`config.mk`:
```
export PLATFORM = sky130hd
export DESIGN_NAME = argb_unpremultiply
export DESIGN_NICKNAME = d
export VERILOG_FILES = /design/src/sv/aup_pkg.sv /design/src/sv/argb_unpremultiply.sv /design/src/sv/aup_lane.sv /design/src/sv/aup_merge.sv
export SDC_FILE = /design/constraint.sdc
export NUM_CORES = 1
export LEC_CHECK = 0
export BUFFER_PORTS_ARGS = -buffer_cell sky130_fd_sc_hd__buf_2
export CORE_UTILIZATION = 56
export DETAILED_ROUTE_END_ITERATION = 6
export HOLD_SLACK_MARGIN = 0.06
export PLACE_DENSITY = 0.76
export SYNTH_ARGS = -nofsm -noshare
export SYNTH_HDL_FRONTEND = slang
export SYNTH_SLANG_ARGS = --single-unit
```
`constraint.sdc`:
```
create_clock -name i_clk -period 3.8 [get_ports i_clk]
set_input_delay 0.57 -clock i_clk [delete_from_list [all_inputs] [get_ports i_clk]]
set_output_delay 0.57 -clock i_clk [all_outputs]
set_load 0.01 [all_outputs]
```
`src/sv/aup_pkg.sv`:
```
// ----------------------------------------------------------------------------
// aup_pkg
// Shared types, constants and the divider step for the ARGB unpremultiply
// block.
// ----------------------------------------------------------------------------
package aup_pkg;

    localparam int CHAN_W             = 8;
    localparam int NUM_CHAN           = 3;
    localparam int DIV_BITS_PER_STAGE = 2;
    localparam int DIV_STAGES         = CHAN_W / DIV_BITS_PER_STAGE;
    // Stage 0 (operand capture) plus the divider stages
    localparam int LANE_LAT           = DIV_STAGES + 1;

    localparam logic [CHAN_W-1:0] CHAN_MAX = 8'd255;

    // Lane positions
    localparam int LANE_RED   = 0;
    localparam int LANE_GREEN = 1;
    localparam int LANE_BLUE  = 2;

    // One divider pipeline stage: partial remainder, unconsumed low dividend
    // bits, divisor, quotient so far and the special-case marks.
    typedef struct packed {
        logic [CHAN_W-1:0] rem;
        logic [CHAN_W-1:0] low;
        logic [CHAN_W-1:0] div;
        logic [CHAN_W-1:0] quot;
        logic              zero;
        logic              over;
    } t_lane_stage;

    // What a lane hands to the merge stage
    typedef struct packed {
        logic [CHAN_W-1:0] chan;
        logic              bad;
    } t_lane_res;

    // Restoring division, DIV_BITS_PER_STAGE quotient bits per call.
    function automatic t_lane_stage div_stage(input t_lane_stage s_in);
        t_lane_stage     s;
        logic [CHAN_W:0] rem_ext;
        s = s_in;
        for (int j = 0; j < DIV_BITS_PER_STAGE; j++) begin
            rem_ext = {s.rem, s.low[CHAN_W-1]};
            s.low   = {s.low[CHAN_W-2:0], 1'b0};
            if (rem_ext >= {1'b0, s.div}) begin
                rem_ext = rem_ext - {1'b0, s.div};
                s.quot  = {s.quot[CHAN_W-2:0], 1'b1};
            end else begin
                s.quot  = {s.quot[CHAN_W-2:0], 1'b0};
            end
            s.rem = rem_ext[CHAN_W-1:0];
        end
        return s;
    endfunction

endpackage

```
`src/sv/argb_unpremultiply.sv`:
```
// ----------------------------------------------------------------------------
// argb_unpremultiply
// Converts a premultiplied ARGB32 pixel to straight-alpha RGBA, saturating
// and flagging colors that exceed alpha.
// ----------------------------------------------------------------------------
//  channel   direction  handshake             payload
//  pixel in  input      start, busy           i_in_blue/green/red/alpha
//  pixel out output     o_strobe (no stall)   o_out_red/green/blue/alpha,
//                                             o_bad_premul
//
//  One pixel per clock; busy is always low.
//  Its stages are operand capture, four divider stages of two
//  quotient bits each (one per lane), and the merge register.
//  Three lanes (red, green, blue) run the divider side by side.
//  Reset clears only the valid line and the output strobe.
// ----------------------------------------------------------------------------
module argb_unpremultiply (
    input  logic                             i_clk,
    input  logic                             i_rst_n,
    input  logic                             start,
    output logic                             busy,
    input  logic [aup_pkg::CHAN_W-1:0]       i_in_blue,
    input  logic [aup_pkg::CHAN_W-1:0]       i_in_green,
    input  logic [aup_pkg::CHAN_W-1:0]       i_in_red,
    input  logic [aup_pkg::CHAN_W-1:0]       i_in_alpha,
    output logic                             o_strobe,
    output logic [aup_pkg::CHAN_W-1:0]       o_out_red,
    output logic [aup_pkg::CHAN_W-1:0]       o_out_green,
    output logic [aup_pkg::CHAN_W-1:0]       o_out_blue,
    output logic [aup_pkg::CHAN_W-1:0]       o_out_alpha,
    output logic                             o_bad_premul
);
    import aup_pkg::*;

    logic [CHAN_W-1:0] w_chan [NUM_CHAN];
    t_lane_res         w_res  [NUM_CHAN];
    logic              r_vld  [LANE_LAT];
    logic [CHAN_W-1:0] r_alpha [LANE_LAT];

    assign busy = 1'b0;

    assign w_chan[LANE_RED]   = i_in_red;
    assign w_chan[LANE_GREEN] = i_in_green;
    assign w_chan[LANE_BLUE]  = i_in_blue;

    for (genvar g = 0; g < NUM_CHAN; g++) begin : g_lane
        aup_lane u_lane (
            .i_clk   (i_clk),
            .i_chan  (w_chan[g]),
            .i_alpha (i_in_alpha),
            .o_res   (w_res[g])
        );
    end

    // Track transactions and alpha alongside the lanes
    always_ff @(posedge i_clk) begin
        if (!i_rst_n) begin
            for (int k = 0; k < LANE_LAT; k++) begin
                r_vld[k] <= 1'b0;
            end
        end else begin
            r_vld[0] <= start & ~busy;
            for (int k = 1; k < LANE_LAT; k++) begin
                r_vld[k] <= r_vld[k-1];
            end
        end
    end

    always_ff @(posedge i_clk) begin
        r_alpha[0] <= i_in_alpha;
        for (int k = 1; k < LANE_LAT; k++) begin
            r_alpha[k] <= r_alpha[k-1];
        end
    end

    aup_merge u_merge (
        .i_clk    (i_clk),
        .i_rst_n  (i_rst_n),
        .i_vld    (r_vld[LANE_LAT-1]),
        .i_res    (w_res),
        .i_alpha  (r_alpha[LANE_LAT-1]),
        .o_strobe (o_strobe),
        .o_red    (o_out_red),
        .o_green  (o_out_green),
        .o_blue   (o_out_blue),
        .o_alpha  (o_out_alpha),
        .o_bad    (o_bad_premul)
    );

    // Every accepted transaction yields a result after the lanes and the merge register
    a_latency: assert property (@(posedge i_clk) disable iff (!i_rst_n)
        (start && !busy) |-> ##6 o_strobe)
        else $error("accepted pixel produced no result");

    // Transparent pixels give black and no flag
    a_zero_alpha: assert property (@(posedge i_clk) disable iff (!i_rst_n)
        (o_strobe && o_out_alpha == '0) |->
            (o_out_red == '0 && o_out_green == '0 && o_out_blue == '0 && !o_bad_premul))
        else $error("zero alpha produced nonzero color or flag");

    // A flagged result must carry at least one saturated channel
    a_bad_sat: assert property (@(posedge i_clk) disable iff (!i_rst_n)
        (o_strobe && o_bad_premul) |->
            (o_out_red == CHAN_MAX || o_out_green == CHAN_MAX || o_out_blue == CHAN_MAX))
        else $error("bad_premul without a saturated channel");

endmodule

```
`src/sv/aup_lane.sv`:
```
// ----------------------------------------------------------------------------
// aup_lane
// One color channel: computes chan*255/alpha in a pipelined restoring
// divider and resolves the zero-alpha and over-alpha cases.
// ----------------------------------------------------------------------------
module aup_lane (
    input  logic                             i_clk,
    input  logic [aup_pkg::CHAN_W-1:0]       i_chan,
    input  logic [aup_pkg::CHAN_W-1:0]       i_alpha,
    output aup_pkg::t_lane_res               o_res
);
    import aup_pkg::*;

    t_lane_stage                r_stage [LANE_LAT];
    t_lane_stage                n_stage0;
    logic [2*CHAN_W-1:0]        w_prod;

    // chan * 255 as a shift and subtract
    assign w_prod = {i_chan, {CHAN_W{1'b0}}} - {{CHAN_W{1'b0}}, i_chan};

    always_comb begin
        n_stage0.rem  = w_prod[2*CHAN_W-1:CHAN_W];
        n_stage0.low  = w_prod[CHAN_W-1:0];
        n_stage0.div  = i_alpha;
        n_stage0.quot = '0;
        n_stage0.zero = (i_alpha == '0);
        n_stage0.over = (i_chan > i_alpha);
    end

    // Advance the operands one divider stage per clock
    always_ff @(posedge i_clk) begin
        r_stage[0] <= n_stage0;
        for (int k = 1; k < LANE_LAT; k++) begin
            r_stage[k] <= div_stage(r_stage[k-1]);
        end
    end

    // Zero alpha wins over the saturation case
    always_comb begin
        priority if (r_stage[LANE_LAT-1].zero) begin
            o_res.chan = '0;
            o_res.bad  = 1'b0;
        end else if (r_stage[LANE_LAT-1].over) begin
            o_res.chan = CHAN_MAX;
            o_res.bad  = 1'b1;
        end else begin
            o_res.chan = r_stage[LANE_LAT-1].quot;
            o_res.bad  = 1'b0;
        end
    end

endmodule

```
`src/sv/aup_merge.sv`:
```
// ----------------------------------------------------------------------------
// aup_merge
// Collects the three lane results, combines their flags and registers the
// output transaction.
// ----------------------------------------------------------------------------
module aup_merge (
    input  logic                             i_clk,
    input  logic                             i_rst_n,
    input  logic                             i_vld,
    input  aup_pkg::t_lane_res               i_res [aup_pkg::NUM_CHAN],
    input  logic [aup_pkg::CHAN_W-1:0]       i_alpha,
    output logic                             o_strobe,
    output logic [aup_pkg::CHAN_W-1:0]       o_red,
    output logic [aup_pkg::CHAN_W-1:0]       o_green,
    output logic [aup_pkg::CHAN_W-1:0]       o_blue,
    output logic [aup_pkg::CHAN_W-1:0]       o_alpha,
    output logic                             o_bad
);
    import aup_pkg::*;

    logic r_strobe;
    logic n_bad;

    assign n_bad = i_res[LANE_RED].bad | i_res[LANE_GREEN].bad | i_res[LANE_BLUE].bad;

    always_ff @(posedge i_clk) begin
        if (!i_rst_n) begin
            r_strobe <= 1'b0;
        end else begin
            r_strobe <= i_vld;
        end
    end

    always_ff @(posedge i_clk) begin
        o_red   <= i_res[LANE_RED].chan;
        o_green <= i_res[LANE_GREEN].chan;
        o_blue  <= i_res[LANE_BLUE].chan;
        o_alpha <= i_alpha;
        o_bad   <= n_bad;
    end

    assign o_strobe = r_strobe;

endmodule

```
==> impl_metrics.yaml, run 1 <==
run_status:
  status: "completed"
place:
  dp.cells: 2391
  io_buffers: 68
  dp.final_hpwl_um: 32200
  placed_area_mm2: 0.0192
  gp_congestion: 0.953
worst_setup_path:
  timing.rr.start: "r_alpha[1][6]"
  reg2reg_to: "g_lane[0].u_lane.r_stage[0][99]"
  crit_slowest_cell: "dfxtp_2"
  critPathKind: "reg -> reg"
  critical_path_buf_inv_count: 2
  arrival_ns: 4.16
  worstPathMaxFanout: 8
  worstPathCellList: "inv_2 -> ha_1 -> a211o_1 -> o21bai_1 -> a311oi_2 -> buf_4 -> mux2_2 -> ha_1 -> o211a_1 -> o21ai_2 -> a21oi_1 -> o21ai_2 -> nand3_4 -> mux2_1"
  max_stage_delay_ns: 0.36
  end_kind: "flip-flop"
  crit_family: "compound AO/OA/AOI/OAI gates"
  rrSetupSlack_ns: 0.02
  r2r_cells: 14
  cp_data_required_time_ns: 4.19
  worstSetupStartpointType: "flip-flop"
layout:
  antenna_cells: 0
  finalNonFillerCells: 2472
  syn_to_final_growth_pct: 23.2
  layout-drive-gt1-share: 0.234
  design_area_mm2: 0.0210
  layout.nets: 2332
drt:
  drtPass1Iterations: 5
  first_iter_violations: 576
  via_per_inst: 5.52
  wl_per_cell_um: 16.6
  vias: 13654
  ant_nets: 0
  wirelength_um: 41000
  drcViolationCount: 0
floorplanning:
  start_util: 0.573
  die_w_um: 177
  core_area_mm2: 0.0298
  die_h_um: 177
  fp.dieArea_mm2: 0.0312
  rows: 63
  ios: 70
yosys:
  yosysTopAreaCell: "dfxtp_1"
  synth_top_flop_cell: "dfxtp_1"
  synth_most_common_cell: "dfxtp_1"
  yosys_warnings: 0
  synthTopCellsByArea: "dfxtp_1, ha_1, xnor2_1, mux2_2, nor2_1"
  synth_edf_count: 0
  ys_seq_area_frac: 0.369
  synth_compound_area_frac: 0.155
  synthMuxAreaShare: 0.0743
  synth-xor-area-share: 0.0538
  post_synth_num_cell_types: 82
  synth-seq-cells: 315
  synth_top_cells_by_count: "dfxtp_1, ha_1, nor2_1, inv_1, nand2_1"
  async_flop_share: 0
  syn_inst: 1783
  syn_nets: 2058
  synth_top_area_share: 0.369
  synth_area_per_cell_um2: 9.58
  synth_simple_gate_area_frac: 0.127
  synth_top_family_by_area: "adder cells"
  synthesis.area_mm2: 0.0171
  synth_fa_ha_area_frac: 0.185
min_path:
  min_from: "i_in_alpha[2]"
  whs_path_depth: 1
  hold_path.class: "in -> reg"
  min_to: "r_alpha[0][2]"
clock_network:
  h-tree-depth: 2
  cts_tree: "built"
  ctsRootBufferMaster: "clkbuf_16"
  cts_buffer_depth: 3
  ctsHoldBuffers: 0
  clk_pin_slew_ns: 0.06
  insertion_delay_ns: 0.51
  clkSinkCount: 315
  cts_inserted_buffers: 34
sta:
  maxSlewHeadroom: 0.556
  holdWs_ns: 0.190
  hold_viol_final: 0
  grt_setup_unrepaired: "true"
  clock_skew_ns: 0.0159
  setup_violations: 0
  period_needed_ns: 3.78
  fmax_mhz: 265
  drv_slew: 0
  tns_ns: 0
  worstMarginPinSlew_ns: 0.660
  finalCritPeriodShare: 0.994
pwr:
  ir_worst_vdd_mv: 0.448
  p_per_area_mw_per_mm2: 975
  power_leakage_uw: 0.00960
grt:
  grt_pass1_vias: 13559
  antenna_found_initial: 4
  gr-total-overflow: 0
  grt_max_degree: 26
  grtUsageTotal: 0.262
  grt_pass1_wl_um: 65500
job:
  maxCapViolations: 0
-- kinds of logic after synthesis --
logic type,after synthesis
AO/OA/AOI/OAI,399
XOR/XNOR,105
adder cells (fa/ha/maj),240
buffers and inverters,158
flip-flops,315
multiplexers,113
other,1
AND/OR/NAND/NOR,452
-- cell type report --
| cell class | instances | area [um2] |
|---|---|---|
| Sequential cell | 315 | 6310 |
| Clock buffer | 42 | 922 |
| Timing Repair Buffer | 255 | 1800 |
| Multi-Input combinational cell | 1310 | 10700 |
| Inverter | 141 | 537 |
| Tap cell | 390 | 488 |
| Clock inverter | 19 | 272 |
| Fill cell | 2244 | 8750 |
-- how the worst max path moves through the flow --
stage	end	cells after the start	slack (ns)	start
final	g_lane[0].u_lane.r_stage[0][99]	14	0.02	r_alpha[1][6]
after global routing	g_lane[0].u_lane.r_stage[0][99]	16	-0.12	r_alpha[1][1]
after CTS	g_lane[1].u_lane.r_stage[0][100]	18	0.005	r_alpha[1][1]
after detailed placement	g_lane[0].u_lane.r_stage[0][130]	14	-0.10	r_alpha[2][6]
after global placement	g_lane[1].u_lane.r_stage[0][100]	15	-0.04	r_alpha[1][6]
after floorplan	g_lane[0].u_lane.r_stage[0][100]	16	-0.03	r_alpha[1][1]
-- sequential cells by signal (all words and copies together), names as in the netlist --
name	cells
u_merge.o_alpha	8
u_merge.o_blue	8
u_merge.o_green	8
g_lane.u_lane.r_stage	241
r_vld	5
u_merge.o_bad	1
u_merge.o_red	8
r_alpha	35
u_merge.o_strobe	1
-- report_power, final --
part,leakage [uW],internal [uW],total (uW),switching [uW]
clock,0.000578,2150,3470,1320
combinational,0.00638,6490,12300,5850
sequential,0.00265,4260,4720,457
total,0.00960,12900,20500,7620
-- placed cells by master, fill, tap and decap left out, types with 7 or more instances in the layout --
cell type and count:
a211oi_1 8, a21o_1 36, a21oi_1 80, a21oi_2 12, a31oi_1 9, and2_1 14
and3_1 7, buf_2 68, buf_4 180, clkbuf_16 35, dfxtp_1 309, fa_1 21
ha_1 202, ha_4 12, inv_1 128, inv_2 11, mux2_1 31, mux2_2 45
mux2_4 17, mux2i_1 16, nand2_1 99, nand2b_1 19, nand3_1 20, nand4_1 28
nor2_1 150, nor2b_1 39, nor3_1 31, o211ai_1 11, o21a_1 39, o21ai_0 71
o21ai_1 27, o21bai_1 14, o31a_1 14, or2_2 9, or3_1 8, xnor2_1 68
xor2_1 37
-- repair_timing --
item,4_1_cts,5_1_grt
pin swaps,4,28
endpoints found under the setup margin,49,73
buffers inserted,1,18
resized for setup,16,97
gates cloned,0,1
-- metrics by stage --
step,util,power (uW),worst slack [ns]
6_report,0.706,20500,0.0244
5_1_grt,0.706,22000,-0.116
4_1_cts,0.687,19800,0.00527
3_5_place_dp,0.645,16100,-0.105
3_3_place_gp,0.645,15700,-0.0352
2_1_floorplan,-,12900,-0.0336
-- routing by layer --
metal,routed length (um),up-vias,track usage
met2,20500,309,0.481
met3,1530,92,0.0318
met5,0,-,0
met1,17500,6398,0.307
li1,-,6855,-
met4,1570,0,0.107
(Power assumes the default switching activity.)
==> run 2, diff against run 1 <==
--- a/config.mk
+++ b/config.mk
@@ -6,10 +6,9 @@
 export NUM_CORES = 1
 export LEC_CHECK = 0
 export BUFFER_PORTS_ARGS = -buffer_cell sky130_fd_sc_hd__buf_2
-export CORE_UTILIZATION = 56
+export CORE_UTILIZATION = 40
 export DETAILED_ROUTE_END_ITERATION = 6
-export HOLD_SLACK_MARGIN = 0.06
-export PLACE_DENSITY = 0.76
+export HOLD_SLACK_MARGIN = 0.02
 export SYNTH_ARGS = -nofsm -noshare
 export SYNTH_HDL_FRONTEND = slang
 export SYNTH_SLANG_ARGS = --single-unit
==> run 2 against run 1 <==
Net effect: sequential cell count unchanged; register-to-register slack better by 0.13 ns; worst setup slack better by 0.13 ns; core utilization down 19 points; sequential power about the same; via count down 1.9%; highest routed layer unchanged; critical path depth up 2; critical path type unchanged.
==> impl_metrics.yaml, run 2 (synthesis results as in run 1) <==
worst_setup_path:
  rrSetupSlack_ns: 0.16
  crit_slowest_cell: "dfxtp_1"
  worstPathMaxFanout: 8
  arrival_ns: 4.06
  cp_data_required_time_ns: 4.22
  max_stage_delay_ns: 0.38
  end_kind: "flip-flop"
  r2r_cells: 16
  worstSetupStartpointType: "flip-flop"
  timing.rr.start: "r_alpha[2][3]"
  critPathKind: "reg -> reg"
  reg2reg_to: "g_lane[0].u_lane.r_stage[0][131]"
  worstPathCellList: "clkinvlp_4 -> buf_4 -> ha_4 -> o21a_1 -> o31a_1 -> o21ai_1 -> a31oi_4 -> mux2i_2 -> ha_1 -> nor2b_1 -> o21ai_0 -> a21o_1 -> a31oi_2 -> nand2_1 -> nand2_4 -> mux2_1"
drt:
  vias: 13398
  via_per_inst: 5.01
  wl_per_cell_um: 15.5
  drtPass1Iterations: 5
  ant_nets: 0
  first_iter_violations: 680
  drcViolationCount: 0
  wirelength_um: 41500
grt:
  grt_pass1_wl_um: 66700
  gr-total-overflow: 0
  grt_max_degree: 26
  grt_pass1_vias: 13363
  grtUsageTotal: 0.191
  antenna_found_initial: 4
layout:
  layout-drive-gt1-share: 0.257
  finalNonFillerCells: 2673
  design_area_mm2: 0.0216
  mostFrequentLayoutCells: "dfxtp_1, buf_4, ha_1"
  layout.nets: 2383
  largest_reg_flops: 241
  final_common_cell: "dfxtp_1"
  fillers: 3845
  antenna_cells: 0
  reg_top3: "g_lane.u_lane.r_stage (241), r_alpha (35)"
  syn_to_final_growth_pct: 26.7
  top_register: "g_lane.u_lane.r_stage"
sta:
  worstMarginPinSlew_ns: 0.625
  maxSlewHeadroom: 0.583
  finalCritPeriodShare: 0.958
  grt_setup_unrepaired: "true"
  drv_slew: 0
  holdWs_ns: 0.154
  setup_ws_ns: 0.159
  setup_violations: 0
  period_needed_ns: 3.64
  tns_ns: 0
  hold_viol_final: 0
  fmax_mhz: 275
  clock_skew_ns: 0.0228
clock_network:
  ctsRootBufferMaster: "clkbuf_16"
  cts_tree: "built"
  clk_pin_slew_ns: 0.06
  insertion_delay_ns: 0.55
  cts_inserted_buffers: 36
  h-tree-depth: 2
  cts_buffer_depth: 3
  clkSinkCount: 315
pwr:
  ir_worst_vdd_mv: 0.423
  power_leakage_uw: 0.00983
  p_per_area_mw_per_mm2: 956
min_path:
  min_to: "r_alpha[0][2]"
  whs_path_depth: 1
  min_from: "i_in_alpha[2]"
  hold_path.class: "in -> reg"
place:
  io_buffers: 68
  pre_cts_ws_ns: -0.130
  dp.final_hpwl_um: 33200
  dp.cells: 2589
  gp_congestion: 0.896
  placed_area_mm2: 0.0197
floorplanning:
  ios: 70
  core_area_mm2: 0.0420
  fp.dieArea_mm2: 0.0435
  rows: 75
  die_w_um: 209
  die_h_um: 209
  start_util: 0.406
job:
  maxCapViolations: 0
run_status:
  status: "completed"
## run 2: cell types whose count changed in the layout (fill, tap and decap cells not counted), moves of 4 or more
cell      before  now
mux2_2        45   49
a21oi_2       12   17
mux2_4        17   13
buf_4        180  232
clkbuf_8       2    9
a21oi_1       80   75
## run 2: final cells by class
| cell class | count | area (um2) | share of cell area |
|---|---|---|---|
| Tap cell | 539 | 674 | 0.0312 |
| Timing Repair Buffer | 304 | 2140 | 0.0987 |
| Clock inverter | 16 | 208 | 0.00960 |
| Multi-Input combinational cell | 1310 | 10700 | 0.495 |
| Clock buffer | 48 | 1060 | 0.0489 |
| Sequential cell | 315 | 6320 | 0.292 |
| Inverter | 141 | 546 | 0.0252 |
## run 2: per-layer routing
layer  global-route usage  wire [um]
met4               0.0852       1600
met3               0.0293       1400
met5                    0          0
met1                0.240      19300
met2                0.323      19200
## run 2: stage by stage
stage / total power, uW / util
2_1_floorplan: 12900 / -
3_3_place_gp: 16100 / 0.470
3_5_place_dp: 16300 / 0.470
4_1_cts: 20100 / 0.502
5_1_grt: 22400 / 0.515
6_report: 20700 / 0.515
## run 2: power breakdown
part           internal [uW]  total [uW]  switching [uW]
Sequential              4260        4740             474
Clock                   2230        3590            1360
Combinational           6630       12400            5730
Total                  13100       20700            7570
## run 2: worst max-delay path, delay by kind of cell, from the launching register on
kind / cells / cell delay [ns]
buf+inv: 2 / 0.32
compound gates: 7 / 1.23
mux: 2 / 0.62
fa+ha+maj: 2 / 0.55
flops: 1 / 0.38
simple gates: 3 / 0.38
## run 2: repair_timing
action	in CTS	in global routing
endpoints found under the hold margin	0	0
setup buffers	5	13
cloned	0	2
hold buffers	0	0
setup endpoints to repair	52	71
pin swaps	2	24
gates resized for setup	13	99
## run 2: how the worst max path moves through the flow
stage                     slack [ns]           from  depth (start not counted)                               end
final                           0.16  r_alpha[2][3]                         16  g_lane[0].u_lane.r_stage[0][131]
after global routing           -0.05  r_alpha[3][1]                         17  g_lane[0].u_lane.r_stage[0][138]
after CTS                       0.01  r_alpha[0][4]                         17   g_lane[0].u_lane.r_stage[0][66]
after detailed placement       -0.13  r_alpha[0][4]                         16   g_lane[0].u_lane.r_stage[0][61]
after global placement         -0.15  r_alpha[0][5]                         16   g_lane[0].u_lane.r_stage[0][62]
after floorplan                -0.03  r_alpha[1][1]                         16  g_lane[0].u_lane.r_stage[0][100]
